### src/rtl/sha256_digest_core_assert.svh
// assertion macros for the digest core
`ifndef SHA256_DIGEST_CORE_ASSERT_SVH
`define SHA256_DIGEST_CORE_ASSERT_SVH
`ifndef NO_ASSERTIONS
`define SHA_ASSERT_IMP(label, clk, rst_n, ante, cons) \
    label: assert property (@(posedge clk) disable iff (!rst_n) (ante) |-> (cons)) \
        else $error("assertion failed");
`define SHA_ASSERT_NXT(label, clk, rst_n, ante, cons) \
    label: assert property (@(posedge clk) disable iff (!rst_n) (ante) |=> (cons)) \
        else $error("assertion failed");
`else
`define SHA_ASSERT_IMP(label, clk, rst_n, ante, cons)
`define SHA_ASSERT_NXT(label, clk, rst_n, ante, cons)
`endif
`endif

### src/rtl/sha_pkg.sv
// ----------------------------------------------------------------------------
// sha_pkg
// shared types, constants and round functions of the digest core
// ----------------------------------------------------------------------------
`default_nettype none
package sha_pkg;
    localparam logic [7:0] PadByte = 8'h80;
    localparam logic [5:0] LenPos = 6'd56;

    typedef logic [31:0] t_word;

    // byte source selection for the buffer write
    typedef enum logic [1:0] {
        SRC_MSG = 2'd0,
        SRC_PAD = 2'd1,
        SRC_ZERO = 2'd2,
        SRC_LEN = 2'd3
    } t_src;

    // controller to datapath commands
    typedef struct packed {
        logic       push;      // write one byte into the block buffer
        t_src       src;
        logic [2:0] len_idx;   // length byte index, msb first
        logic       add_len;   // count a message byte
        logic       start;     // load work vars from chain
        logic       round;     // run one round
        logic       finish;    // fold work vars into chain
        logic       clear;     // back to initial hash, zero length
    } t_cmd;

    typedef struct packed {
        logic [5:0] fill;
    } t_sts;

    function automatic t_word rotr(input t_word x, input int n);
        rotr = (x >> n) | (x << (32 - n));
    endfunction

    function automatic t_word round_k(input logic [5:0] i);
        t_word k [64] = '{
            32'h428a2f98, 32'h71374491, 32'hb5c0fbcf, 32'he9b5dba5,
            32'h3956c25b, 32'h59f111f1, 32'h923f82a4, 32'hab1c5ed5,
            32'hd807aa98, 32'h12835b01, 32'h243185be, 32'h550c7dc3,
            32'h72be5d74, 32'h80deb1fe, 32'h9bdc06a7, 32'hc19bf174,
            32'he49b69c1, 32'hefbe4786, 32'h0fc19dc6, 32'h240ca1cc,
            32'h2de92c6f, 32'h4a7484aa, 32'h5cb0a9dc, 32'h76f988da,
            32'h983e5152, 32'ha831c66d, 32'hb00327c8, 32'hbf597fc7,
            32'hc6e00bf3, 32'hd5a79147, 32'h06ca6351, 32'h14292967,
            32'h27b70a85, 32'h2e1b2138, 32'h4d2c6dfc, 32'h53380d13,
            32'h650a7354, 32'h766a0abb, 32'h81c2c92e, 32'h92722c85,
            32'ha2bfe8a1, 32'ha81a664b, 32'hc24b8b70, 32'hc76c51a3,
            32'hd192e819, 32'hd6990624, 32'hf40e3585, 32'h106aa070,
            32'h19a4c116, 32'h1e376c08, 32'h2748774c, 32'h34b0bcb5,
            32'h391c0cb3, 32'h4ed8aa4a, 32'h5b9cca4f, 32'h682e6ff3,
            32'h748f82ee, 32'h78a5636f, 32'h84c87814, 32'h8cc70208,
            32'h90befffa, 32'ha4506ceb, 32'hbef9a3f7, 32'hc67178f2
        };
        round_k = k[i];
    endfunction

    function automatic t_word init_h(input logic [2:0] i);
        t_word h [8] = '{
            32'h6a09e667, 32'hbb67ae85, 32'h3c6ef372, 32'ha54ff53a,
            32'h510e527f, 32'h9b05688c, 32'h1f83d9ab, 32'h5be0cd19
        };
        init_h = h[i];
    endfunction
endpackage
`default_nettype wire

### src/rtl/sha_datapath.sv
// ----------------------------------------------------------------------------
// sha_datapath
// block buffer, message schedule, round unit and chaining state
// ----------------------------------------------------------------------------
`default_nettype none
`include "sha256_digest_core_assert.svh"
module sha_datapath
    import sha_pkg::*;
(
    input  wire        i_clk,
    input  wire        i_rst_n,
    input  wire t_cmd  i_cmd,
    input  wire [7:0]  i_byte,
    input  wire [2:0]  i_rd_idx,
    output t_sts       o_sts,
    output t_word      o_hash
);
    t_word       r_w [16];
    t_word       r_v [8];
    t_word       r_h [8];
    logic [5:0]  r_fill;
    logic [63:0] r_len;
    logic [5:0]  r_rnd;
    logic [7:0]  wr_byte;
    t_word       w15, w2, w_new, w_cur, t1, t2;

    assign o_sts.fill = r_fill;
    assign o_hash = r_h[i_rd_idx];

    // byte source for the buffer
    always_comb begin
        case (i_cmd.src)
            SRC_MSG:  wr_byte = i_byte;
            SRC_PAD:  wr_byte = PadByte;
            SRC_ZERO: wr_byte = 8'h00;
            SRC_LEN:  wr_byte = r_len[8*(7-i_cmd.len_idx) +: 8];
            default:  wr_byte = 8'h00;
        endcase
    end

    // schedule and round logic
    always_comb begin
        w15 = r_w[1];
        w2 = r_w[14];
        w_new = r_w[0] + (rotr(w15, 7) ^ rotr(w15, 18) ^ (w15 >> 3)) + r_w[9]
              + (rotr(w2, 17) ^ rotr(w2, 19) ^ (w2 >> 10));
        w_cur = r_w[0];
        t1 = r_v[7] + (rotr(r_v[4], 6) ^ rotr(r_v[4], 11) ^ rotr(r_v[4], 25))
           + ((r_v[4] & r_v[5]) ^ (~r_v[4] & r_v[6])) + round_k(r_rnd) + w_cur;
        t2 = (rotr(r_v[0], 2) ^ rotr(r_v[0], 13) ^ rotr(r_v[0], 22))
           + ((r_v[0] & r_v[1]) ^ (r_v[0] & r_v[2]) ^ (r_v[1] & r_v[2]));
    end

    // schedule window holds the block big-endian while filling,
    // then shifts one word per round
    always_ff @(posedge i_clk) begin
        if (i_cmd.push) begin
            r_w[r_fill[5:2]][{~r_fill[1:0], 3'b000} +: 8] <= wr_byte;
        end else if (i_cmd.round) begin
            for (int t = 0; t < 15; t++) begin
                r_w[t] <= r_w[t+1];
            end
            r_w[15] <= w_new;
        end
    end

    // control-bearing state
    always_ff @(posedge i_clk) begin
        if (!i_rst_n) begin
            r_fill <= '0;
            r_len <= '0;
            r_rnd <= '0;
            for (int t = 0; t < 8; t++) begin
                r_h[t] <= init_h(3'(t));
                r_v[t] <= '0;
            end
        end else begin
            if (i_cmd.push) begin
                r_fill <= r_fill + 6'd1;
            end
            if (i_cmd.add_len) begin
                r_len <= r_len + 64'd8;
            end
            if (i_cmd.start) begin
                r_rnd <= '0;
                for (int t = 0; t < 8; t++) begin
                    r_v[t] <= r_h[t];
                end
            end else if (i_cmd.round) begin
                r_rnd <= r_rnd + 6'd1;
                r_v[7] <= r_v[6];
                r_v[6] <= r_v[5];
                r_v[5] <= r_v[4];
                r_v[4] <= r_v[3] + t1;
                r_v[3] <= r_v[2];
                r_v[2] <= r_v[1];
                r_v[1] <= r_v[0];
                r_v[0] <= t1 + t2;
            end
            if (i_cmd.finish) begin
                for (int t = 0; t < 8; t++) begin
                    r_h[t] <= r_h[t] + r_v[t];
                end
            end
            if (i_cmd.clear) begin
                r_len <= '0;
                for (int t = 0; t < 8; t++) begin
                    r_h[t] <= init_h(3'(t));
                end
            end
        end
    end

    `SHA_ASSERT_IMP(a_no_push_in_rounds, i_clk, i_rst_n, i_cmd.round, !i_cmd.push)
    `SHA_ASSERT_NXT(a_start_rnd0, i_clk, i_rst_n, i_cmd.start, r_rnd == 6'd0)
    `SHA_ASSERT_NXT(a_clear_len, i_clk, i_rst_n, i_cmd.clear, r_len == 64'd0)
endmodule
`default_nettype wire

### src/rtl/sha_ctrl.sv
// ----------------------------------------------------------------------------
// sha_ctrl
// sequencer for byte intake, padding, compression and digest output
// ----------------------------------------------------------------------------
`default_nettype none
`include "sha256_digest_core_assert.svh"
module sha_ctrl
    import sha_pkg::*;
(
    input  wire        i_clk,
    input  wire        i_rst_n,
    input  wire        i_in_valid,
    input  wire        i_present,
    input  wire        i_eom,
    output logic       o_in_ready,
    input  wire        i_out_ready,
    output logic       o_out_valid,
    output logic [2:0] o_idx,
    input  wire t_sts  i_sts,
    output t_cmd       o_cmd
);
    typedef enum logic [2:0] {
        S_IDLE, S_PAD, S_ZERO, S_LEN, S_START, S_ROUND, S_FINISH, S_OUT
    } t_state;

    t_state     r_state, n_state;
    logic [5:0] r_cnt, n_cnt;     // in compression: 1 while the pad byte is still due
    logic       r_pad, n_pad;     // padding in progress for this block
    logic [2:0] r_idx, n_idx;
    logic [5:0] r_rcnt;           // round counter
    logic       r_len_done, n_len_done;
    t_state     ret_state;
    logic       acc;
    logic       last_acc;

    assign o_in_ready = (r_state == S_IDLE);
    assign o_out_valid = (r_state == S_OUT);
    assign o_idx = r_idx;
    assign acc = i_in_valid && o_in_ready;
    assign last_acc = o_out_valid && i_out_ready && (r_idx == 3'd7);

    // where to go once a compression ends
    always_comb begin
        if (!r_pad) begin
            ret_state = S_IDLE;
        end else if (r_len_done) begin
            ret_state = S_OUT;
        end else if (r_cnt == 6'd1) begin
            // the last message byte filled the block, pad byte goes next
            ret_state = S_PAD;
        end else begin
            ret_state = S_ZERO;
        end
    end

    always_comb begin
        n_state = r_state;
        n_cnt = r_cnt;
        n_pad = r_pad;
        n_idx = r_idx;
        o_cmd = '0;
        case (r_state)
            S_IDLE: begin
                if (acc) begin
                    o_cmd.push = i_present;
                    o_cmd.add_len = i_present;
                    o_cmd.src = SRC_MSG;
                    if (i_present && i_sts.fill == 6'd63) begin
                        n_pad = i_eom;
                        n_cnt = 6'd1;
                        n_state = S_START;
                    end else if (i_eom) begin
                        n_state = S_PAD;
                    end
                end
            end
            S_PAD: begin
                o_cmd.push = 1'b1;
                o_cmd.src = SRC_PAD;
                n_pad = 1'b1;
                n_cnt = 6'd0;
                n_state = (i_sts.fill == 6'd63) ? S_START : S_ZERO;
            end
            S_ZERO: begin
                if (i_sts.fill == LenPos) begin
                    n_cnt = 6'd0;
                    n_state = S_LEN;
                end else begin
                    o_cmd.push = 1'b1;
                    o_cmd.src = SRC_ZERO;
                    if (i_sts.fill == 6'd63) begin
                        n_state = S_START;
                    end
                end
            end
            S_LEN: begin
                o_cmd.push = 1'b1;
                o_cmd.src = SRC_LEN;
                o_cmd.len_idx = r_cnt[2:0];
                n_cnt = r_cnt + 6'd1;
                if (r_cnt == 6'd7) begin
                    n_cnt = 6'd0;
                    n_idx = '0;
                    n_state = S_START;
                end
            end
            S_START: begin
                o_cmd.start = 1'b1;
                n_state = S_ROUND;
            end
            S_ROUND: begin
                o_cmd.round = 1'b1;
                n_state = (r_rcnt == 6'd63) ? S_FINISH : S_ROUND;
            end
            S_FINISH: begin
                o_cmd.finish = 1'b1;
                n_state = ret_state;
            end
            S_OUT: begin
                if (i_out_ready) begin
                    n_idx = r_idx + 3'd1;
                    if (r_idx == 3'd7) begin
                        o_cmd.clear = 1'b1;
                        n_pad = 1'b0;
                        n_state = S_IDLE;
                    end
                end
            end
            default: n_state = S_IDLE;
        endcase
    end

    // length field written, the next compression is the last one
    always_comb begin
        n_len_done = r_len_done;
        if (r_state == S_LEN && r_cnt == 6'd7) begin
            n_len_done = 1'b1;
        end else if (r_state == S_OUT) begin
            n_len_done = 1'b0;
        end
    end

    always_ff @(posedge i_clk) begin
        if (!i_rst_n) begin
            r_state <= S_IDLE;
            r_cnt <= '0;
            r_pad <= 1'b0;
            r_idx <= '0;
            r_rcnt <= '0;
            r_len_done <= 1'b0;
        end else begin
            r_state <= n_state;
            r_cnt <= n_cnt;
            r_pad <= n_pad;
            r_idx <= n_idx;
            r_len_done <= n_len_done;
            if (r_state == S_START) begin
                r_rcnt <= '0;
            end else if (r_state == S_ROUND) begin
                r_rcnt <= r_rcnt + 6'd1;
            end
        end
    end

    `SHA_ASSERT_IMP(a_ready_idle, i_clk, i_rst_n, o_out_valid, !o_in_ready)
    `SHA_ASSERT_NXT(a_last_leaves, i_clk, i_rst_n, last_acc, r_state == S_IDLE)
    `SHA_ASSERT_NXT(a_start_rounds, i_clk, i_rst_n, r_state == S_START, r_state == S_ROUND)
endmodule
`default_nettype wire

### src/rtl/sha256_digest_core.sv
// ----------------------------------------------------------------------------
// sha256_digest_core
// byte-stream SHA-256 with padding and eight-word digest output
//
//   channel  dir  tdata                          tuser
//   s_axis   in   msg_byte[7:0]                  byte_present, end_of_message
//   m_axis   out  digest_word[31:0]              word_index[2:0]     tlast=last
//
// each message byte goes into the block buffer; every 64th byte starts the
// 64-round compression unit (start, 64 rounds, chain update).
// an end marker adds the padding bytes, a non-writing step on reaching the
// length field, and one or two compressions, then eight output words.
// input is stalled during compression, padding and digest output.
// reset is synchronous; chaining state returns to the initial hash.
// ----------------------------------------------------------------------------
`default_nettype none
module sha256_digest_core
    import sha_pkg::*;
(
    input  wire         i_clk,
    input  wire         i_rst_n,
    input  wire         s_axis_tvalid,
    output logic        s_axis_tready,
    input  wire  [7:0]  s_axis_tdata,   // msg_byte
    input  wire  [1:0]  s_axis_tuser,   // byte_present, end_of_message
    output logic        m_axis_tvalid,
    input  wire         m_axis_tready,
    output logic [31:0] m_axis_tdata,   // digest_word
    output logic [2:0]  m_axis_tuser,   // word_index
    output logic        m_axis_tlast
);
    t_cmd cmd;
    t_sts sts;
    logic [2:0] idx;

    sha_ctrl u_ctrl (
        .i_clk(i_clk), .i_rst_n(i_rst_n),
        .i_in_valid(s_axis_tvalid), .i_present(s_axis_tuser[0]),
        .i_eom(s_axis_tuser[1]), .o_in_ready(s_axis_tready),
        .i_out_ready(m_axis_tready), .o_out_valid(m_axis_tvalid),
        .o_idx(idx), .i_sts(sts), .o_cmd(cmd)
    );

    sha_datapath u_dp (
        .i_clk(i_clk), .i_rst_n(i_rst_n), .i_cmd(cmd),
        .i_byte(s_axis_tdata), .i_rd_idx(idx), .o_sts(sts), .o_hash(m_axis_tdata)
    );

    assign m_axis_tuser = idx;
    assign m_axis_tlast = (idx == 3'd7);
endmodule
`default_nettype wire

### config.mk
export PLATFORM = sky130hd
export DESIGN_NAME = sha256_digest_core
export DESIGN_NICKNAME = d
export VERILOG_FILES = /design/src/rtl/sha_pkg.sv /design/src/rtl/sha_datapath.sv /design/src/rtl/sha_ctrl.sv /design/src/rtl/sha256_digest_core.sv
export VERILOG_INCLUDE_DIRS = /design/src /design/src/rtl
export SDC_FILE = /design/constraint.sdc
export NUM_CORES = 2
export LEC_CHECK = 0
export BUFFER_PORTS_ARGS = -buffer_cell sky130_fd_sc_hd__buf_4
export CELL_PAD_IN_SITES_DETAIL_PLACEMENT = 0
export CELL_PAD_IN_SITES_GLOBAL_PLACEMENT = 1
export CORE_MARGIN = 1.5
export CORE_UTILIZATION = 56
export CTS_CLUSTER_DIAMETER = 120
export DETAILED_ROUTE_END_ITERATION = 8
export GPL_ROUTABILITY_DRIVEN = 0
export PLACE_DENSITY_LB_ADDON = 0.1
export SLEW_MARGIN = 10
export SYNTH_ARGS = -nofsm -noshare
export SYNTH_HDL_FRONTEND = slang
export SYNTH_SLANG_ARGS = --single-unit
### constraint.sdc
create_clock -name i_clk -period 14.6 [get_ports i_clk]
set_input_delay 0 -clock i_clk [delete_from_list [all_inputs] [get_ports i_clk]]
set_output_delay 0 -clock i_clk [all_outputs]
set_load 0.01 [all_outputs]
==> results by group <==
Clock tree
  – Total CTS buffers: 132
  – Clock sinks: 1120
  – Post-CTS resize count: 0
  – Max clock buf depth: 3
  – H-tree lvl count: 4
  – CTS tree: yes
  – Clk root buf: clkbuf_16
  – Worst-Skew Late Latency: 0.79 ns
  – Postcts setup bufs: 0
  – Clk pin slew, worst setup/hold paths: 0.06 ns

Routing
  – Via density: 6.43
  – Number of routed nets with antenna violations: 0
  – Wirelength per Cell: 26.6 µm
  – Drt initial violations: 6210
  – DRC: 0
  – Via count: 57570
  – Drt first pass iters: 8
  – WL final: 238000 µm

STA
  – Setup Skew: 0.0471 ns
  – Fin crit share: 0.729
  – Worst-Margin Slew: 1.24 ns
  – Fin crit period: 10.64 ns
  – Fin Setup TNS: 0 ns
  – Slew Viols, Final: 0
  – Final Hold Viols: 0
  – Maximum clock rate: 0.0940 GHz
  – Slew HR: 0.171
  – Setup violations, final: 0
  – RSZ-0062 raised after global routing: no

Worst setup path
  – Cell family with most CP delay: compound AO/OA/AOI/OAI gates
  – CP Capture Type: register
  – Critical path class: register to register
  – WP data required: 15.10 ns
  – Setup crit start: u_dp.r_rnd[1]
  – CP max FO: 22
  – Crit path to: u_dp.r_v[0][28]
  – Reg-to-reg startpoint: u_dp.r_rnd[1]
  – Reg-to-reg endpoint: u_dp.r_v[0][28]
  – Cell depth of the worst setup path: 35
  – R2R depth: 35
  – Cell mode on critical path: o21ai_0
  – CP max-delay cell: a2111oi_0
  – Crit path launch type: register
  – Buffers and inverters on the worst path: 4
  – Worst R2R Setup Slack: 3.96 ns
  – Max stage delay on crit path: 0.99 ns
  – Arrival @ worst endpoint: 11.14 ns

Layout
  – Syn-to-layout area delta: 8.99%
  – Share of layout cells above drive strength 1: 0.0771
  – Fin nets: 7702

GRT
  – Met3 Use GR: 0.0570
  – Initial antenna violation count: 2
  – First-pass GRT wire length: 355000 µm
  – Overflow after GRT: 0
  – Pin count of the biggest net entering global routing: 160
  – Vias in the first global route: 55443
  – GRT busiest layer: met2
  – All-layer global routing usage: 0.350
  – GRT met2 Usage: 0.558
  – Met1 Use GR: 0.449

Floorplan
  – Die height: 367 µm
  – Chip width: 367 µm
  – I/O Pins: 52
  – DIE AREA: 134000 µm²
  – Row count: 133
  – Core Region: 131000 µm²
  – Initial core utilization: 0.564

Place
  – IO Port Bufs: 51
  – HPWL Detailed: 176000 µm

Worst hold path
  – Hold path depth: 3
  – Hold Path Class: input pin to register

Run status
  – Status: finished, final reports clean

Yosys
  – Fraction of registers with async set/reset: 0
  – Sequential-to-total area share from yosys stat: 0.415
  – Syn_nets: 7784
  – Yosys cell types: 96
  – Count of state elements after synthesis: 1120
  – Synth Warn #: 0
  – Cells after Synth: 7170
  – Post-synth EDFFs: 832
  – Ys flop type: edfxtp_1
  – Syn Area/Cell: 10.3 µm²
  – Synthesized area: 74100 µm²

Job
  – Reported max-cap violation count: 0
==> worst min-delay path by stage <==
stage                         start               to  slack, ns
floorplan           s_axis_tuser[1]     u_ctrl.r_pad       0.16
global placement            i_rst_n     u_ctrl.r_pad       0.31
detailed placement          i_rst_n     u_ctrl.r_pad       0.31
CTS                 s_axis_tdata[6]  u_dp.r_w[15][6]       0.04
global route        s_axis_tdata[6]  u_dp.r_w[15][6]       0.05
finish                      i_rst_n  u_ctrl.r_cnt[1]        0.1
==> metal layers <==
metal,vias to the layer above,part of all wire
met5,-,0.000046
met4,2,0.070
met3,697,0.074
met2,2586,0.46
met1,28315,0.40
li1,25970,-
==> cell usage in the layout (no fill, tap or decap), types with 24 or more instances in the layout <==
cell,Yosys,routed
or3_1,40,40
o21bai_1,40,40
a21oi_1,405,405
o21ai_0,504,484
fa_1,195,195
edfxtp_1,832,832
nand2_1,438,433
inv_1,285,281
clkinv_1,1,28
dfxtp_1,288,280
a211oi_1,57,57
o22ai_1,56,56
nand3_1,166,166
xor2_1,216,216
xnor2_1,401,401
o21a_1,53,53
and3_1,50,50
a21o_1,669,669
clkbuf_16,0,135
a31oi_1,37,37
nand2b_1,77,77
nand4_1,39,39
mux2_2,39,39
and2_1,27,24
o21ai_1,9,29
nor2_1,550,547
buf_4,2,171
o31ai_1,36,36
mux4_2,75,75
nor2b_1,51,51
ha_1,405,405
mux2i_1,276,276
o211ai_1,40,40
nor3_1,104,104
maj3_1,25,25
==> logic make-up (layout without fill, tap and decap cells) <==
| group | count (synthesis) | in the layout | share of synthesized area |
|---|---|---|---|
| DFF | 1120 | 1120 | 0.415 |
| AOI/OAI and AO/OA | 2103 | 2103 | 0.184 |
| xor gates and xnor gates | 617 | 617 | 0.0730 |
| other | 0 | 1 | 0 |
| and+or+nand+nor | 1622 | 1622 | 0.101 |
| muxes | 390 | 390 | 0.0660 |
| buffers and inverters | 693 | 721 | 0.0354 |
| adders and majority gates | 625 | 625 | 0.125 |
==> area by class of cell <==
| type | instances | area, µm² |
|---|---|---|
| Fill cell | 10825 | 50600 |
| Multi-Input combinational cell | 5357 | 40700 |
| Sequential cell | 1120 | 30800 |
| Clock buffer | 155 | 3460 |
| Tap cell | 1755 | 2200 |
| Timing Repair Buffer | 189 | 1470 |
| Inverter | 288 | 1090 |
| Clock inverter | 89 | 983 |
| Antenna cell | 1 | 2.50 |
==> Yosys cell counts, drive strengths merged (195+ instances only) <==
library cell | number | area [µm²]
edfxtp | 832 | 25000
a21o | 669 | 5020
nor2 | 550 | 2060
o21ai | 513 | 2570
nand2 | 441 | 1670
a21oi | 405 | 2030
ha | 405 | 5070
xnor2 | 401 | 3510
clkbuf | 358 | 1340
dfxtp | 288 | 5770
inv | 287 | 1080
mux2i | 276 | 2760
xor2 | 216 | 1890
fa | 195 | 3900
==> tightest hold or removal path, cell delays in order <==
cell           delay, ns
dlygate4sd3_1       0.53
buf_4               0.17
and2_1              0.13
==> through the flow <==
step | instances | utilization | area, µm² | hold slack, ns | setup slack, ns
global placement | 8692 | 0.580 | 76100 | 0.311 | 4.33
CTS | 8953 | 0.615 | 80700 | 0.0379 | 4.32
global route | 8953 | 0.615 | 80700 | 0.0517 | 3.39
detailed placement | 8692 | 0.580 | 76100 | 0.311 | 4.38
finish | 8954 | 0.615 | 80700 | 0.0980 | 3.96
floorplan | 7170 | - | 74100 | 0.163 | 6.26
==> timing repair <==
item / 4_1_cts / 5_1_grt
hold buffers: 17 / 0
endpoints found under the setup margin: 0 / 0
endpoints found under the hold margin: 55 / 0
==> flip-flops by register name, summed over array words and instances (netlist names), named ones only <==
signal             cells
u_dp.r_v             256
u_dp.r_w             512
u_ctrl.r_cnt           6
u_dp.r_rnd             6
u_ctrl.r_pad           1
u_ctrl.r_state         3
u_dp.r_h             256
u_dp.o_sts             6
u_ctrl.r_len_done      1
u_dp.r_len            61
u_ctrl.o_idx           3
u_ctrl.r_rcnt          6
Power is not shown: default switching activity piles up to over one toggle a cycle in this logic, so the estimate is an artifact.
